File: src/hdl/p1_telegram_crc_checker_core_assert.svh
// assertion macros for the p1 telegram crc checker
`ifndef P1_TELEGRAM_CRC_CHECKER_CORE_ASSERT_SVH
`define P1_TELEGRAM_CRC_CHECKER_CORE_ASSERT_SVH

// property checked at every rising clk edge outside reset
`define P1CRC_ASSERT(lbl, prop, msg) \
  lbl: assert property (@(posedge clk) disable iff (rst) (prop)) else $error(msg);

// property checked at every rising clk edge, reset included
`define P1CRC_ASSERT_ALWAYS(lbl, prop, msg) \
  lbl: assert property (@(posedge clk) (prop)) else $error(msg);

`endif

File: src/hdl/p1crc_pkg.sv
// types, byte codes and crc functions for the p1 telegram crc checker
`timescale 1ns / 1ps

package p1crc_pkg;

  localparam logic [15:0] CRC_POLY  = 16'hA001;
  localparam logic [7:0]  BYTE_SLASH = 8'h2F;
  localparam logic [7:0]  BYTE_BANG  = 8'h21;
  localparam logic [7:0]  BYTE_LF    = 8'h0A;
  localparam logic [2:0]  DIGITS_PER_CRC = 3'd4;

  typedef enum logic [1:0] {
    PH_ACCUM  = 2'd0,
    PH_DIGITS = 2'd1,
    PH_SKIP   = 2'd2
  } p1crc_phase_t;

  typedef struct packed {
    p1crc_phase_t phase;
    logic [15:0]  crc;
    logic [2:0]   cnt;
    logic [15:0]  rcv;
  } p1crc_state_t;

  typedef struct packed {
    logic        hit;
    logic        ok;
    logic [15:0] computed;
    logic [15:0] received;
  } p1crc_result_t;

  // one byte folded into a reflected crc-16
  function automatic logic [15:0] crc_fold(input logic [15:0] crc, input logic [7:0] b);
    logic [15:0] c;
    c = crc ^ {8'h00, b};
    for (int i = 0; i < 8; i++) begin
      if (c[0]) begin
        c = (c >> 1) ^ CRC_POLY;
      end else begin
        c = c >> 1;
      end
    end
    return c;
  endfunction

  // {is_hex, nibble}
  function automatic logic [4:0] hex_decode(input logic [7:0] b);
    logic [4:0] r;
    r = 5'd0;
    if (b >= 8'h30 && b <= 8'h39) begin
      r = {1'b1, b[3:0]};
    end else if ((b >= 8'h41 && b <= 8'h46) || (b >= 8'h61 && b <= 8'h66)) begin
      r = {1'b1, b[3:0] + 4'd9};
    end
    return r;
  endfunction

endpackage

File: src/hdl/p1crc_step.sv
// per-byte parser step: next parse state and the result for one byte
`timescale 1ns / 1ps

module p1crc_step import p1crc_pkg::*; (
  input  p1crc_state_t  cur,
  input  logic [7:0]    data_byte,
  output p1crc_state_t  nxt,
  output p1crc_result_t res
);

  logic [4:0]  hex;
  logic [15:0] rcv_shift;
  logic [2:0]  cnt_inc;
  logic        last_digit;
  logic [15:0] crc_base;

  assign hex        = hex_decode(data_byte);
  assign rcv_shift  = {cur.rcv[11:0], hex[3:0]};
  assign cnt_inc    = cur.cnt + 3'd1;
  assign last_digit = (cnt_inc >= DIGITS_PER_CRC);
  assign crc_base   = (data_byte == BYTE_SLASH) ? 16'h0000 : cur.crc;

  // next state
  always_comb begin
    nxt = cur;
    unique case (cur.phase)
      PH_DIGITS: begin
        if (hex[4]) begin
          nxt.rcv = rcv_shift;
          nxt.cnt = cnt_inc;
          if (last_digit) begin
            nxt.crc   = 16'h0000;
            nxt.phase = PH_SKIP;
          end
        end else begin
          nxt.crc   = 16'h0000;
          nxt.phase = (data_byte == BYTE_LF) ? PH_ACCUM : PH_SKIP;
        end
      end
      PH_SKIP: begin
        if (data_byte == BYTE_LF) begin
          nxt.phase = PH_ACCUM;
        end
      end
      default: begin
        nxt.phase = PH_ACCUM;
        nxt.crc   = crc_fold(crc_base, data_byte);
        if (data_byte == BYTE_BANG) begin
          nxt.phase = PH_DIGITS;
          nxt.cnt   = 3'd0;
          nxt.rcv   = 16'h0000;
        end
      end
    endcase
  end

  // result
  always_comb begin
    res.hit      = 1'b0;
    res.ok       = 1'b0;
    res.computed = cur.crc;
    res.received = cur.rcv;
    unique case (cur.phase)
      PH_DIGITS: begin
        if (hex[4]) begin
          res.hit      = last_digit;
          res.ok       = (rcv_shift == cur.crc);
          res.received = rcv_shift;
        end else begin
          res.hit = 1'b1;
        end
      end
      default: begin
        res.hit = 1'b0;
      end
    endcase
  end

endmodule

File: src/hdl/p1_telegram_crc_checker_core.sv
// an accepted byte waits in the input register; its result, if any, then goes to the output register
// throughput: one byte per cycle while no output item is stalled; the crc fold and parser step are combinational
// in_stall rises only while the input register holds a byte and the output item is stalled
// reset (rst, synchronous): crc and digit state cleared, parser in accumulate, no item held
`timescale 1ns / 1ps

`include "p1_telegram_crc_checker_core_assert.svh"

module p1_telegram_crc_checker_core import p1crc_pkg::*; (
  input  logic        clk,
  input  logic        rst,
  input  logic        in_valid,
  output logic        in_stall,
  input  logic [7:0]  data_byte,
  output logic        out_valid,
  input  logic        out_stall,
  output logic        crc_valid,
  output logic [15:0] computed_crc,
  output logic [15:0] received_crc
);

  logic          byte_valid;
  logic [7:0]    byte_q;
  p1crc_state_t  st;
  p1crc_state_t  st_next;
  p1crc_result_t res;
  logic          proc_fire;

  assign proc_fire = byte_valid && (!out_valid || !out_stall);
  assign in_stall  = byte_valid && !proc_fire;

  p1crc_step u_step (
    .cur       (st),
    .data_byte (byte_q),
    .nxt       (st_next),
    .res       (res)
  );

  // input register
  always_ff @(posedge clk) begin
    if (rst) begin
      byte_valid <= 1'b0;
    end else if (!in_stall) begin
      byte_valid <= in_valid;
    end
    if (in_valid && !in_stall) begin
      byte_q <= data_byte;
    end
  end

  // parser state
  always_ff @(posedge clk) begin
    if (rst) begin
      st.phase <= PH_ACCUM;
      st.crc   <= 16'h0000;
      st.cnt   <= 3'd0;
      st.rcv   <= 16'h0000;
    end else if (proc_fire) begin
      st <= st_next;
    end
  end

  // result register
  always_ff @(posedge clk) begin
    if (rst) begin
      out_valid <= 1'b0;
    end else if (proc_fire && res.hit) begin
      out_valid <= 1'b1;
    end else if (!out_stall) begin
      out_valid <= 1'b0;
    end
    if (proc_fire && res.hit) begin
      crc_valid    <= res.ok;
      computed_crc <= res.computed;
      received_crc <= res.received;
    end
  end

  `P1CRC_ASSERT(a_match_flag, out_valid && crc_valid |-> computed_crc == received_crc, "crc match flag set on differing values")
  `P1CRC_ASSERT(a_crc_cleared, proc_fire && res.hit |=> st.crc == 16'h0000, "crc not cleared after a result")
  `P1CRC_ASSERT(a_digit_count, st.phase == PH_DIGITS |-> st.cnt < DIGITS_PER_CRC, "digit count out of range while collecting")
  `P1CRC_ASSERT(a_byte_held, byte_valid && !proc_fire |=> byte_valid && $stable(byte_q), "pending byte lost")

endmodule

File: config.mk
export PLATFORM = sky130hd
export DESIGN_NAME = p1_telegram_crc_checker_core
export DESIGN_NICKNAME = d
export VERILOG_FILES = /design/src/hdl/p1crc_pkg.sv /design/src/hdl/p1crc_step.sv /design/src/hdl/p1_telegram_crc_checker_core.sv
export VERILOG_INCLUDE_DIRS = /design/src /design/src/hdl
export SDC_FILE = /design/constraint.sdc
export NUM_CORES = 1
export LEC_CHECK = 0
export ABC_AREA = 1
export BUFFER_PORTS_ARGS = -buffer_cell sky130_fd_sc_hd__buf_2
export CAP_MARGIN = 20
export CORE_UTILIZATION = 40
export DETAILED_ROUTE_END_ITERATION = 10
export GPL_TIMING_DRIVEN = 1
export HOLD_SLACK_MARGIN = 0.12
export SYNTH_ARGS = -nofsm -noshare
export SYNTH_HDL_FRONTEND = slang
export SYNTH_SLANG_ARGS = --single-unit
File: constraint.sdc
create_clock -name clk -period 3.1 [get_ports clk]
set_input_delay 0.465 -clock clk [delete_from_list [all_inputs] [get_ports clk]]
set_output_delay 0.465 -clock clk [all_outputs]
set_load 0.01 [all_outputs]
==> out/results.md, run 1 <==
Worst setup path
• max incr delay on CP: 480 ps
• highest-delay cell along the critical path: sky130_fd_sc_hd__edfxtp_1
• Critical Path, Cell by Cell: inv_1 -> ha_1 -> nand2_1 -> nand3_1 -> nand4_1 -> nand2_1 -> inv_2 -> nor2_8 -> nand2_1 -> nand2_2 -> inv_4 -> a21oi_1 -> a211oi_2
• Top cell by count, worst path: sky130_fd_sc_hd__nand2_1
• worst flop-to-flop path startpoint: byte_q[1]
• Critical Path Source Type: register
• kind of end point of the critical path: register
• worst reg-to-reg path cell count: 13
• crit path max fanout: 26
• RR Endpoint: st[6]
• endpoint required time on the critical path: 3310 ps
• Register-to-Register Setup Slack: 370 ps
• critical path type: register to register
• Worst EP arrival: 2940 ps

Final layout
• post-route core utilization: 0.471
• number of nets in the layout: 507
• diode insertion count for antenna repair: 0
• number of fill cells: 936
• share of post-route cells with drive strength above 1: 0.199
• layout-stage area growth over the synthesis result: 13.3%

Logic synthesis
• proportion of synthesized area in mux cells: 0
• post-synthesis share of cell area spent on and, or, nand and nor gates: 0.212
• asr flop ratio synth: 0
• count of flip-flops with a built-in enable after synthesis: 41
• most frequently used cell type in the post-synthesis netlist: sky130_fd_sc_hd__nand2_1
• dominant cell type by area after synthesis: sky130_fd_sc_hd__edfxtp_1
• post-synthesis share of cell area spent on xor and xnor gates: 0.0337
• dominant combinational cell family by area after synthesis: simple AND/OR/NAND/NOR gates
• portion of synthesized cell area occupied by the leading cell type: 0.319
• Cell Area, Synth: 3860 um^2
• Yosys cell types: 35
• count of state elements after synthesis: 80
• total of warnings raised by yosys: 0
• Adder-Cell Fraction of Synth Area: 0.0227
• average size of a mapped cell: 8.72 um^2
• most common flop cell mapped by yosys: sky130_fd_sc_hd__edfxtp_1
• fraction of the mapped netlist area in compound gates: 0.144
• top cells by area in the synthesized netlist: sky130_fd_sc_hd__edfxtp_1, sky130_fd_sc_hd__dfxtp_1, sky130_fd_sc_hd__nand2_1, sky130_fd_sc_hd__a21oi_1, sky130_fd_sc_hd__o21ai_0
• number of cells produced by synthesis: 443
• sequential element share of the synthesized area: 0.521
• post-synth net total: 462
• Commonest cells post-synth: sky130_fd_sc_hd__nand2_1, sky130_fd_sc_hd__edfxtp_1, sky130_fd_sc_hd__a21oi_1, sky130_fd_sc_hd__dfxtp_1, sky130_fd_sc_hd__inv_1

Route
• remaining number of nets flagged by the antenna check after routing: 0
• per-cell routed wire length: 13.5 um
• number of violations reported at the end of detailed-routing iteration 0: 204
• total number of vias: 3025
• first-pass iteration count of the detailed router: 4
• post-route DRC violation count: 0
• via-per-instance ratio: 4.86
• detailed-route wire length: 8420 um

Placed design
• number of buffer cells added on primary ports: 46
• Detail Placement HPWL: 6110 um
• RD Place Congestion: 0.818
• pre-CTS setup slack: 337 ps

Run status
• status: finished clean

STA
• setup TNS: 0 ps
• Finish-stage setup viols: 0
• fin crit share: 0.880
• final critical-path setup slack: 371 ps
• number of pins with negative max-slew slack in the final report: 0
• RSZ-0062 raised after global routing: no
• Clock Skew: 11.2 ps
• worst slew margin relative to its limit: 0.599
• time the worst path needs with I/O delays and setup: 2730 ps
• Hold Fails Final Rpt: 0
• pin slew with the least headroom to its limit: 601 ps
• max frequency: 0.366 GHz
• minimum hold slack: 282 ps

Die
• initial core utilization: 0.416
• cell row count: 35
• area of the placeable core: 9280 um^2
• Die Y-Extent: 100 um
• total I/O pin count: 47
• Total Die Area: 10100 um^2
• width of the chip: 100 um

Pwr
• worst ir drop on vdd: 0.237 mV
• power density over the cells: 472 nW/um^2
• overall power consumption: 2.06 mW
• Leakage Power: 1.75 nW

Clock network
• CTS clk-pin slew, worst paths: 90 ps
• CTS hold repair buffers: 0
• number of buffers inserted during clock tree synthesis: 9
• H-tree lvl count: 3
• TritonCTS clock tree: built
• clock tree buffer depth: 2
• CTS sink cnt: 80
• CTS Root Cell: sky130_fd_sc_hd__clkbuf_8
• worst-skew pair later-pin latency: 350 ps

Worst hold path
• Hold Crit Start: data_byte[1]
• Hold Crit Class: input port to register
• worst hold path depth: 1
• hold path endpoint: byte_q[1]

Global routing
• leftover overflow at the end of global routing: 0
• number of antenna violations at the first check in global routing: 0
• pin count of the biggest net entering global routing: 33
• vias in the first global route: 2714
• GRT Util Overall: 0.180
• global-route wire length before repair: 13900 um

Flow run
• Max-cap violations: 0

[power by group]
part,internal (mW),switching (mW),leakage (nW)
combinational,0.0732,0.142,0.992
clock,0.289,0.390,0.0769
sequential,1.14,0.0322,0.682
[what timing repair did]
action	in CTS	in global routing
setup buffers	0	0
setup endpoints to repair	0	4
gates resized for setup	0	2
[per-stage QoR]
stage	std cells	area, um^2
after detailed placement	606	4200
after floorplan	443	3860
after global routing	622	4370
final	622	4370
after CTS	622	4370
after global placement	606	4200
[worst max path at each step]
stage	cells after the start	slack [ps]	from	end
2_1_floorplan	9	540	byte_q[0]	computed_crc[0]
4_1_cts	13	310	byte_q[1]	st[6]
5_1_grt	13	70	byte_q[1]	st[6]
3_5_place_dp	13	340	byte_q[1]	st[6]
3_3_place_gp	13	400	byte_q[1]	st[11]
6_report	13	370	byte_q[1]	st[6]
[logic make-up (layout without fill, tap and decap cells)]
family          after synthesis  after routing
simple gates                185            185
compound gates               94             94
flops                        80             80
buf+inv                      63            113
xor+xnor                     14             14
fa+ha+maj                     7              7
[layout make-up]
type,instances,area [um^2],area share
flip-flops and latches,80,2010,0.460
clock buffers,9,124,0.0283
repair buffers,49,253,0.0578
clock inverters,7,47.5,0.0109
well taps,129,161,0.0369
multi-input cells,300,1590,0.364
inverters,48,183,0.0418
[critical path: cells and delay by family, from the launching register on]
family | cells | cell delay, ps
AND/OR/NAND/NOR | 7 | 1160
flip-flops | 1 | 480
buffers and inverters | 3 | 450
AO/OA/AOI/OAI | 2 | 250
adder cells (fa/ha/maj) | 1 | 220
[registers in the layout, summed over array words and instances, names as in the netlist]
name and cells:
byte_q 8, out_valid 1, st 37, crc_valid 1, computed_crc 16, received_crc 16
byte_valid 1
[routing by layer]
layer  GRT usage  vias to the layer above  wire, um
li1            -                     1564         -
met1       0.250                     1386      4150
met2       0.278                       66      3820
met3      0.0467                        9       346
met4      0.0479                        0       103
met5           0                        -         0
[placed cells by master, fill, tap and decap left out, types with 3 or more instances in the layout]
cell and n:
sky130_fd_sc_hd__nand4_1 4, sky130_fd_sc_hd__xor2_1 9, sky130_fd_sc_hd__clkbuf_8 9, sky130_fd_sc_hd__nand3_2 4, sky130_fd_sc_hd__nand2_2 6, sky130_fd_sc_hd__o21ai_0 34, sky130_fd_sc_hd__buf_2 46, sky130_fd_sc_hd__edfxtp_1 41
sky130_fd_sc_hd__clkinvlp_4 3, sky130_fd_sc_hd__nand2_1 109, sky130_fd_sc_hd__o22ai_1 4, sky130_fd_sc_hd__buf_4 3, sky130_fd_sc_hd__nor2_1 29, sky130_fd_sc_hd__inv_2 10, sky130_fd_sc_hd__nand3_1 23, sky130_fd_sc_hd__o21bai_1 3
sky130_fd_sc_hd__ha_1 7, sky130_fd_sc_hd__a211oi_2 6, sky130_fd_sc_hd__a21oi_1 39, sky130_fd_sc_hd__xnor2_1 4, sky130_fd_sc_hd__dfxtp_1 39, sky130_fd_sc_hd__inv_1 37
Note: power is estimated with default switching activity, not from simulation.
==> run 2: changes to the inputs <==
==> constraint.sdc (replaced) <==
create_clock -name clk -period 3.1 [get_ports clk]
set_input_delay 0.155 -clock clk [delete_from_list [all_inputs] [get_ports clk]]
set_output_delay 0.155 -clock clk [all_outputs]
set_load 0.01 [all_outputs]
==> run 2 against run 1 <==
  * Clock power rose by 7.4%
  * Critical path depth did not move
  * Routed wire length increased by 0.65%
  * First-iteration DRC count is 2.0% higher
  * Critical path type unchanged
  * Sequential cell count is the same
  * Highest routed layer unchanged
  * Count of clock-buffer cells in the layout increased by 1
  * Maximum frequency up 0.11%
  * Core utilization grew 1.1 points
  * Die area is the same
  * Sequential share of layout area shrank 1.1 points
  * Largest power group unchanged
  * Register-to-register slack hardly changed
  * Power rose by 2.8%
==> out/results.md, run 2 (same netlist as run 1, synthesis figures left out) <==
Run status
• status: finished clean, unchanged

Route
• remaining number of nets flagged by the antenna check after routing: 0, unchanged
• Met1 Wirelength: 4070 um, was 4150 um
• top sig layer: met4, unchanged
• post-route DRC violation count: 0, unchanged
• detailed-routed wire length on met2: 3810 um, was 3820 um
• total number of vias: 3082, was 3025
• number of violations reported at the end of detailed-routing iteration 0: 208, was 204
• via-per-instance ratio: 4.88, was 4.86
• first-pass iteration count of the detailed router: 5, was 4
• routed wire length on met3: 475 um, was 346 um
• detailed-route wire length: 8470 um, was 8420 um
• per-cell routed wire length: 13.4 um, was 13.5 um

STA
• pin slew with the least headroom to its limit: 605 ps, was 601 ps
• setup TNS: 0 ps, unchanged
• minimum hold slack: 140 ps, was 282 ps
• Finish-stage setup viols: 0, unchanged
• max frequency: 0.367 GHz, was 0.366 GHz
• time the worst path needs with I/O delays and setup: 2730 ps, about the same
• Clock Skew: 15.7 ps, was 11.2 ps
• worst slew margin relative to its limit: 0.597, was 0.599
• RSZ-0062 raised after global routing: no, unchanged
• Hold Fails Final Rpt: 0, unchanged
• fin crit share: 0.879, was 0.880
• number of pins with negative max-slew slack in the final report: 0, unchanged

Placed design
• Detail Placement HPWL: 6180 um, was 6110 um
• placed instance count: 606, unchanged
• RD Place Congestion: 0.934, was 0.818
• number of buffer cells added on primary ports: 46, unchanged

Pwr
• Psw: 582 uW, was 565 uW
• part of the power in the clock network: 0.343, was 0.329
• cell internal pwr: 1.54 mW, was 1.50 mW
• switching share of power: 0.274, was 0.273
• worst ir drop on vdd: 0.213 mV, was 0.237 mV
• power density over the cells: 474 nW/um^2, was 472 nW/um^2
• sequential share of power: 0.551, was 0.567
• Leakage Power: 1.80 nW, was 1.75 nW
• Comb power frac: 0.105, was 0.104

Clock network
• worst-skew pair later-pin latency: 350 ps, about the same
• CTS clk-pin slew, worst paths: 90 ps, about the same
• CTS sink cnt: 80, unchanged
• clock tree buffer depth: 2, unchanged
• CTS Root Cell: sky130_fd_sc_hd__clkbuf_8, unchanged
• H-tree lvl count: 3, unchanged
• number of buffers inserted during clock tree synthesis: 9, unchanged
• TritonCTS clock tree: built, unchanged

Global routing
• global-route wire length before repair: 14200 um, was 13900 um
• GRT Util Overall: 0.183, was 0.180
• number of antenna violations at the first check in global routing: 0, unchanged
• pin count of the biggest net entering global routing: 33, unchanged
• leftover overflow at the end of global routing: 0, unchanged
• vias in the first global route: 2923, was 2714

Final layout
• diode insertion count for antenna repair: 0, unchanged
• most frequent cells in the layout: sky130_fd_sc_hd__nand2_1, sky130_fd_sc_hd__buf_2, sky130_fd_sc_hd__edfxtp_1, unchanged
• multi-input logic area: 1590 um^2, unchanged
• most common library cell in the layout ignoring fill and taps: sky130_fd_sc_hd__nand2_1, unchanged
• largest register by flop count: st, unchanged
• share of post-route cells with drive strength above 1: 0.199, about the same
• Largest register FFs: 37, unchanged
• layout-stage area growth over the synthesis result: 15.9%, was 13.3%
• number of nets in the layout: 516, was 507
• Layout Cells excl Fill: 631, was 622
• number of fill cells: 919, was 936
• FF/Latch Area: 2010 um^2, unchanged
• registers with the most flip-flops: st (37), computed_crc (16), received_crc (16), unchanged

Worst setup path
• Worst EP arrival: 2930 ps, was 2940 ps
• endpoint required time on the critical path: 3310 ps, about the same
• kind of end point of the critical path: register, unchanged
• Critical Path Source Type: register, unchanged
• critical path type: register to register, unchanged
• crit path max fanout: 26, unchanged

Die
• area of the placeable core: 9280 um^2, unchanged
• width of the chip: 100 um, unchanged
• Die Y-Extent: 100 um, unchanged
• initial core utilization: 0.416, unchanged
• total I/O pin count: 47, unchanged
• cell row count: 35, unchanged
• Total Die Area: 10100 um^2, unchanged

Worst hold path
• Hold Crit Class: input port to register, unchanged

Flow run
• Max-cap violations: 0, unchanged

-- run 2: changes by cell type in the layout (fill, tap and decap cells not counted), sizes merged --
cell,before,now
inv,49,51
clkinvlp,3,1
dlygate4sd3,0,9
clkbuf,9,10
clkinv,3,2
-- run 2: layer usage --
layer	vias up	GRT usage
li1	1587	-
met1	1399	0.249
met2	88	0.286
met3	8	0.0390
met4	0	0.0669
met5	-	0
-- run 2: stage by stage --
stage / util / power [mW] / instance area [um^2] / worst slack [ps]
3_3_place_gp: 0.452 / 1.40 / 4200 / 595
4_1_cts: 0.482 / 2.14 / 4480 / 428
5_1_grt: 0.482 / 2.23 / 4480 / 100
3_5_place_dp: 0.452 / 1.41 / 4200 / 454
6_report: 0.482 / 2.12 / 4480 / 374
2_1_floorplan: - / 1.35 / 3860 / 541
-- run 2: layout make-up --
cell class                 instances  area share
clock buffer                      10      0.0308
timing repair buffer              58      0.0766
clock inverter                     6      0.0109
multi-input combinational        300       0.356
inverter                          48      0.0403
sequential                        80       0.450
tap                              129      0.0361
-- run 2: path summary, 6_finish.rpt --
kind             start   endpoint  slack, ps  cells after the start
max reg2reg  byte_q[1]      st[7]        370                     13
max          byte_q[1]      st[7]        370                     13
min reg2reg     st[35]     st[35]        490                      2
min          out_stall  out_valid        140                      5
-- run 2: worst max-delay path, stage by stage (launching register included) --
cell and delay, ps:
sky130_fd_sc_hd__edfxtp_1 470, sky130_fd_sc_hd__inv_1 170, sky130_fd_sc_hd__ha_1 220, sky130_fd_sc_hd__nand2_1 70, sky130_fd_sc_hd__nand3_1 80, sky130_fd_sc_hd__nand4_1 210
sky130_fd_sc_hd__nand2_1 220, sky130_fd_sc_hd__inv_2 90, sky130_fd_sc_hd__nor2_8 200, sky130_fd_sc_hd__nand2_1 100, sky130_fd_sc_hd__nand2_2 210, sky130_fd_sc_hd__inv_2 240
sky130_fd_sc_hd__a21oi_1 240, sky130_fd_sc_hd__a211oi_2 50
-- run 2: timing repair --
item / 4_1_cts / 5_1_grt
setup buffers: 0 / 0
gates resized for setup: 0 / 0
hold buffers: 9 / 0
hold endpoints to repair: 9 / 0
-- run 2: power groups by stage --
stage | Combinational (mW) | Clock, mW | Sequential [mW]
3_3_place_gp | 0.209 | 0 | 1.19
2_1_floorplan | 0.160 | 0 | 1.18
5_1_grt | 0.254 | 0.803 | 1.17
6_report | 0.224 | 0.729 | 1.17
3_5_place_dp | 0.214 | 0 | 1.19
4_1_cts | 0.224 | 0.742 | 1.17
==> run 3: changes to the inputs <==
--- a/config.mk
+++ b/config.mk
@@ -9,10 +9,11 @@
 export ABC_AREA = 1
 export BUFFER_PORTS_ARGS = -buffer_cell sky130_fd_sc_hd__buf_2
 export CAP_MARGIN = 20
-export CORE_UTILIZATION = 40
+export CORE_UTILIZATION = 52
 export DETAILED_ROUTE_END_ITERATION = 10
 export GPL_TIMING_DRIVEN = 1
 export HOLD_SLACK_MARGIN = 0.12
+export PLACE_DENSITY = 0.75
 export SYNTH_ARGS = -nofsm -noshare
 export SYNTH_HDL_FRONTEND = slang
 export SYNTH_SLANG_ARGS = --single-unit
==> run 3 against run 2 <==
  * Global-route usage is 5.1 points higher
  * Die area is 23% lower
  * Count of clock-buffer cells in the layout stayed put
  * Largest cell class unchanged
  * Critical endpoint is now st[8]
  * Clock skew is 6.2 ps lower
  * Critical path depth stayed put
  * Power is 4.1% higher
  * Setup slack better by 28 ps
  * Hold slack better by 0.89 ps
  * Sequential share of layout area is 0.11 points higher
  * Design area is 0.25% lower
  * Routed wire length is 1.7% lower
==> out/results.md, run 3 (same netlist as run 1, synthesis figures left out) <==
Die
• area of the placeable core: 7210 um^2, was 9280 um^2
• Total Die Area: 7770 um^2, was 10100 um^2
• initial core utilization: 0.535, was 0.416
• total I/O pin count: 47, unchanged
• cell row count: 31, was 35
• Die Y-Extent: 88.2 um, was 100 um
• width of the chip: 88.2 um, was 100 um

Pwr
• part of the power in the clock network: 0.369, was 0.343
• Leakage Power: 1.82 nW, was 1.80 nW
• Comb power frac: 0.101, was 0.105
• power density over the cells: 495 nW/um^2, was 474 nW/um^2
• worst ir drop on vdd: 0.242 mV, was 0.213 mV
• cell internal pwr: 1.62 mW, was 1.54 mW
• Psw: 585 uW, was 582 uW
• switching share of power: 0.265, was 0.274
• sequential share of power: 0.529, was 0.551

Worst setup path
• crit path max fanout: 26, unchanged
• worst reg-to-reg path cell count: 13, unchanged
• worst flop-to-flop path startpoint: byte_q[1], unchanged
• max incr delay on CP: 480 ps, was 470 ps
• Top Family by Delay on Critical Path: simple AND/OR/NAND/NOR gates, unchanged
• Register-to-Register Setup Slack: 400 ps, was 370 ps
• Worst EP arrival: 2920 ps, was 2930 ps
• critical path type: register to register, unchanged
• endpoint required time on the critical path: 3330 ps, was 3310 ps
• Critical Path Source Type: register, unchanged
• Top cell by count, worst path: sky130_fd_sc_hd__nand2_1, unchanged
• worst path bufs/invs: 3, unchanged
• highest-delay cell along the critical path: sky130_fd_sc_hd__edfxtp_1, unchanged
• kind of end point of the critical path: register, unchanged
• RR Endpoint: st[8], was st[7]
• Critical Path, Cell by Cell: inv_1 -> ha_1 -> nand2_1 -> nand3_1 -> nand4_1 -> nand2_1 -> inv_2 -> nor2_8 -> nand2_1 -> nand2_2 -> inv_2 -> a21oi_1 -> a211oi_2, unchanged

Route
• post-route DRC violation count: 0, unchanged
• total number of vias: 3149, was 3082
• via-per-instance ratio: 5.24, was 4.88
• detailed-route wire length: 8330 um, was 8470 um
• remaining number of nets flagged by the antenna check after routing: 0, unchanged
• first-pass iteration count of the detailed router: 4, was 5
• number of violations reported at the end of detailed-routing iteration 0: 272, was 208
• per-cell routed wire length: 13.9 um, was 13.4 um

Flow run
• Max-cap violations: 0, unchanged

STA
• final critical-path setup slack: 401 ps, was 374 ps
• setup TNS: 0 ps, unchanged
• Hold Fails Final Rpt: 0, unchanged
• pin slew with the least headroom to its limit: 613 ps, was 605 ps
• worst slew margin relative to its limit: 0.591, was 0.597
• RSZ-0062 raised after global routing: no, unchanged
• Clock Skew: 9.50 ps, was 15.7 ps
• max frequency: 0.371 GHz, was 0.367 GHz
• Finish-stage setup viols: 0, unchanged
• time the worst path needs with I/O delays and setup: 2700 ps, was 2730 ps
• fin crit share: 0.870, was 0.879
• number of pins with negative max-slew slack in the final report: 0, unchanged

Final layout
• diode insertion count for antenna repair: 0, unchanged
• registers with the most flip-flops: st (37), computed_crc (16), received_crc (16), unchanged
• Largest register FFs: 37, unchanged
• number of nets in the layout: 516, unchanged
• share of post-route cells with drive strength above 1: 0.199, unchanged
• layout-stage area growth over the synthesis result: 15.6%, was 15.9%
• most common library cell in the layout ignoring fill and taps: sky130_fd_sc_hd__nand2_1, unchanged
• final instance area: 4460 um^2, was 4480 um^2
• post-route core utilization: 0.619, was 0.482
• number of fill cells: 623, was 919
• largest register by flop count: st, unchanged
• most frequent cells in the layout: sky130_fd_sc_hd__nand2_1, sky130_fd_sc_hd__buf_2, sky130_fd_sc_hd__edfxtp_1, unchanged

Clock network
• clock tree buffer depth: 2, unchanged
• worst-skew pair later-pin latency: 360 ps, was 350 ps
• CTS Root Cell: sky130_fd_sc_hd__clkbuf_8, unchanged
• number of buffers inserted during clock tree synthesis: 9, unchanged
• H-tree lvl count: 3, unchanged
• CTS clk-pin slew, worst paths: 90 ps, about the same
• CTS sink cnt: 80, unchanged
• TritonCTS clock tree: built, unchanged
• CTS-repair resized insts: 0, unchanged

Worst hold path
• worst hold path depth: 5, unchanged
• Hold Crit Class: input port to register, unchanged
• Hold Crit Start: out_stall, unchanged
• hold path endpoint: out_valid, unchanged

Global routing
• pin count of the biggest net entering global routing: 33, unchanged
• vias in the first global route: 2835, was 2923
• GRT Util Overall: 0.234, was 0.183
• number of antenna violations at the first check in global routing: 0, unchanged
• leftover overflow at the end of global routing: 0, unchanged
• global-route wire length before repair: 13600 um, was 14200 um

Placed design
• number of buffer cells added on primary ports: 46, unchanged
• Placement Cell Area: 4160 um^2, was 4200 um^2
• RD Place Congestion: 0.905, was 0.934
• pre-CTS setup slack: 432 ps, was 454 ps
• Detail Placement HPWL: 5950 um, was 6180 um

Run status
• status: finished clean, unchanged

-- run 3: changes by cell type in the layout (fill, tap and decap cells not counted) --
cell	delta
sky130_fd_sc_hd__bufinv_16	+1
sky130_fd_sc_hd__clkinv_4	-1
sky130_fd_sc_hd__inv_4	-1
sky130_fd_sc_hd__inv_8	+1
-- run 3: tightest hold or removal path, cell delays in order --
cell and delay, ps:
sky130_fd_sc_hd__buf_2 70, sky130_fd_sc_hd__nand2_1 60, sky130_fd_sc_hd__inv_2 50, sky130_fd_sc_hd__nor2_1 40, sky130_fd_sc_hd__nor2_1 70
-- run 3: worst max path at each step --
stage / start / endpoint / depth (start not counted)
after floorplan: byte_q[0] / computed_crc[0] / 9
after global placement: byte_q[1] / st[8] / 13
after detailed placement: byte_q[1] / st[8] / 13
after CTS: byte_q[1] / st[8] / 13
after global routing: byte_q[1] / st[2] / 13
final: byte_q[1] / st[8] / 13
-- run 3: power by group through the flow --
stage	Clock, mW	Sequential (mW)	Combinational (mW)
after detailed placement	0	1.19	0.212
after floorplan	0	1.18	0.160
after global placement	0	1.19	0.206
after global routing	0.868	1.17	0.252
after CTS	0.823	1.17	0.221
final	0.816	1.17	0.224
-- run 3: cell type report --
type | count | area [um^2] | area share
Clock inverter | 6 | 75.1 | 0.0168
Multi-Input combinational cell | 300 | 1590 | 0.357
Sequential cell | 80 | 2010 | 0.451
Tap cell | 99 | 124 | 0.0277
Timing Repair Buffer | 58 | 343 | 0.0768
Inverter | 48 | 180 | 0.0404
Clock buffer | 10 | 138 | 0.0308
-- run 3: timing repair --
item,CTS,global route
setup buffers,0,0
endpoints found under the hold margin,9,0
hold buffers,9,0
setup endpoints to repair,0,0
-- run 3: routing by layer --
layer | global-route usage | wire length [um] | vias to the layer above
met5 | 0 | 0 | -
met4 | 0.0938 | 164 | 0
met3 | 0.0509 | 496 | 14
met2 | 0.374 | 3890 | 117
met1 | 0.309 | 3770 | 1428
li1 | - | - | 1590
-- run 3: per-stage QoR --
| stage | power [mW] | instances | hold WS, ps |
|---|---|---|---|
| after floorplan | 1.35 | 443 | 254 |
| after global placement | 1.40 | 576 | 331 |
| after detailed placement | 1.41 | 576 | 333 |
| after CTS | 2.21 | 601 | 131 |
| after global routing | 2.29 | 601 | 174 |
| final | 2.21 | 601 | 140 |
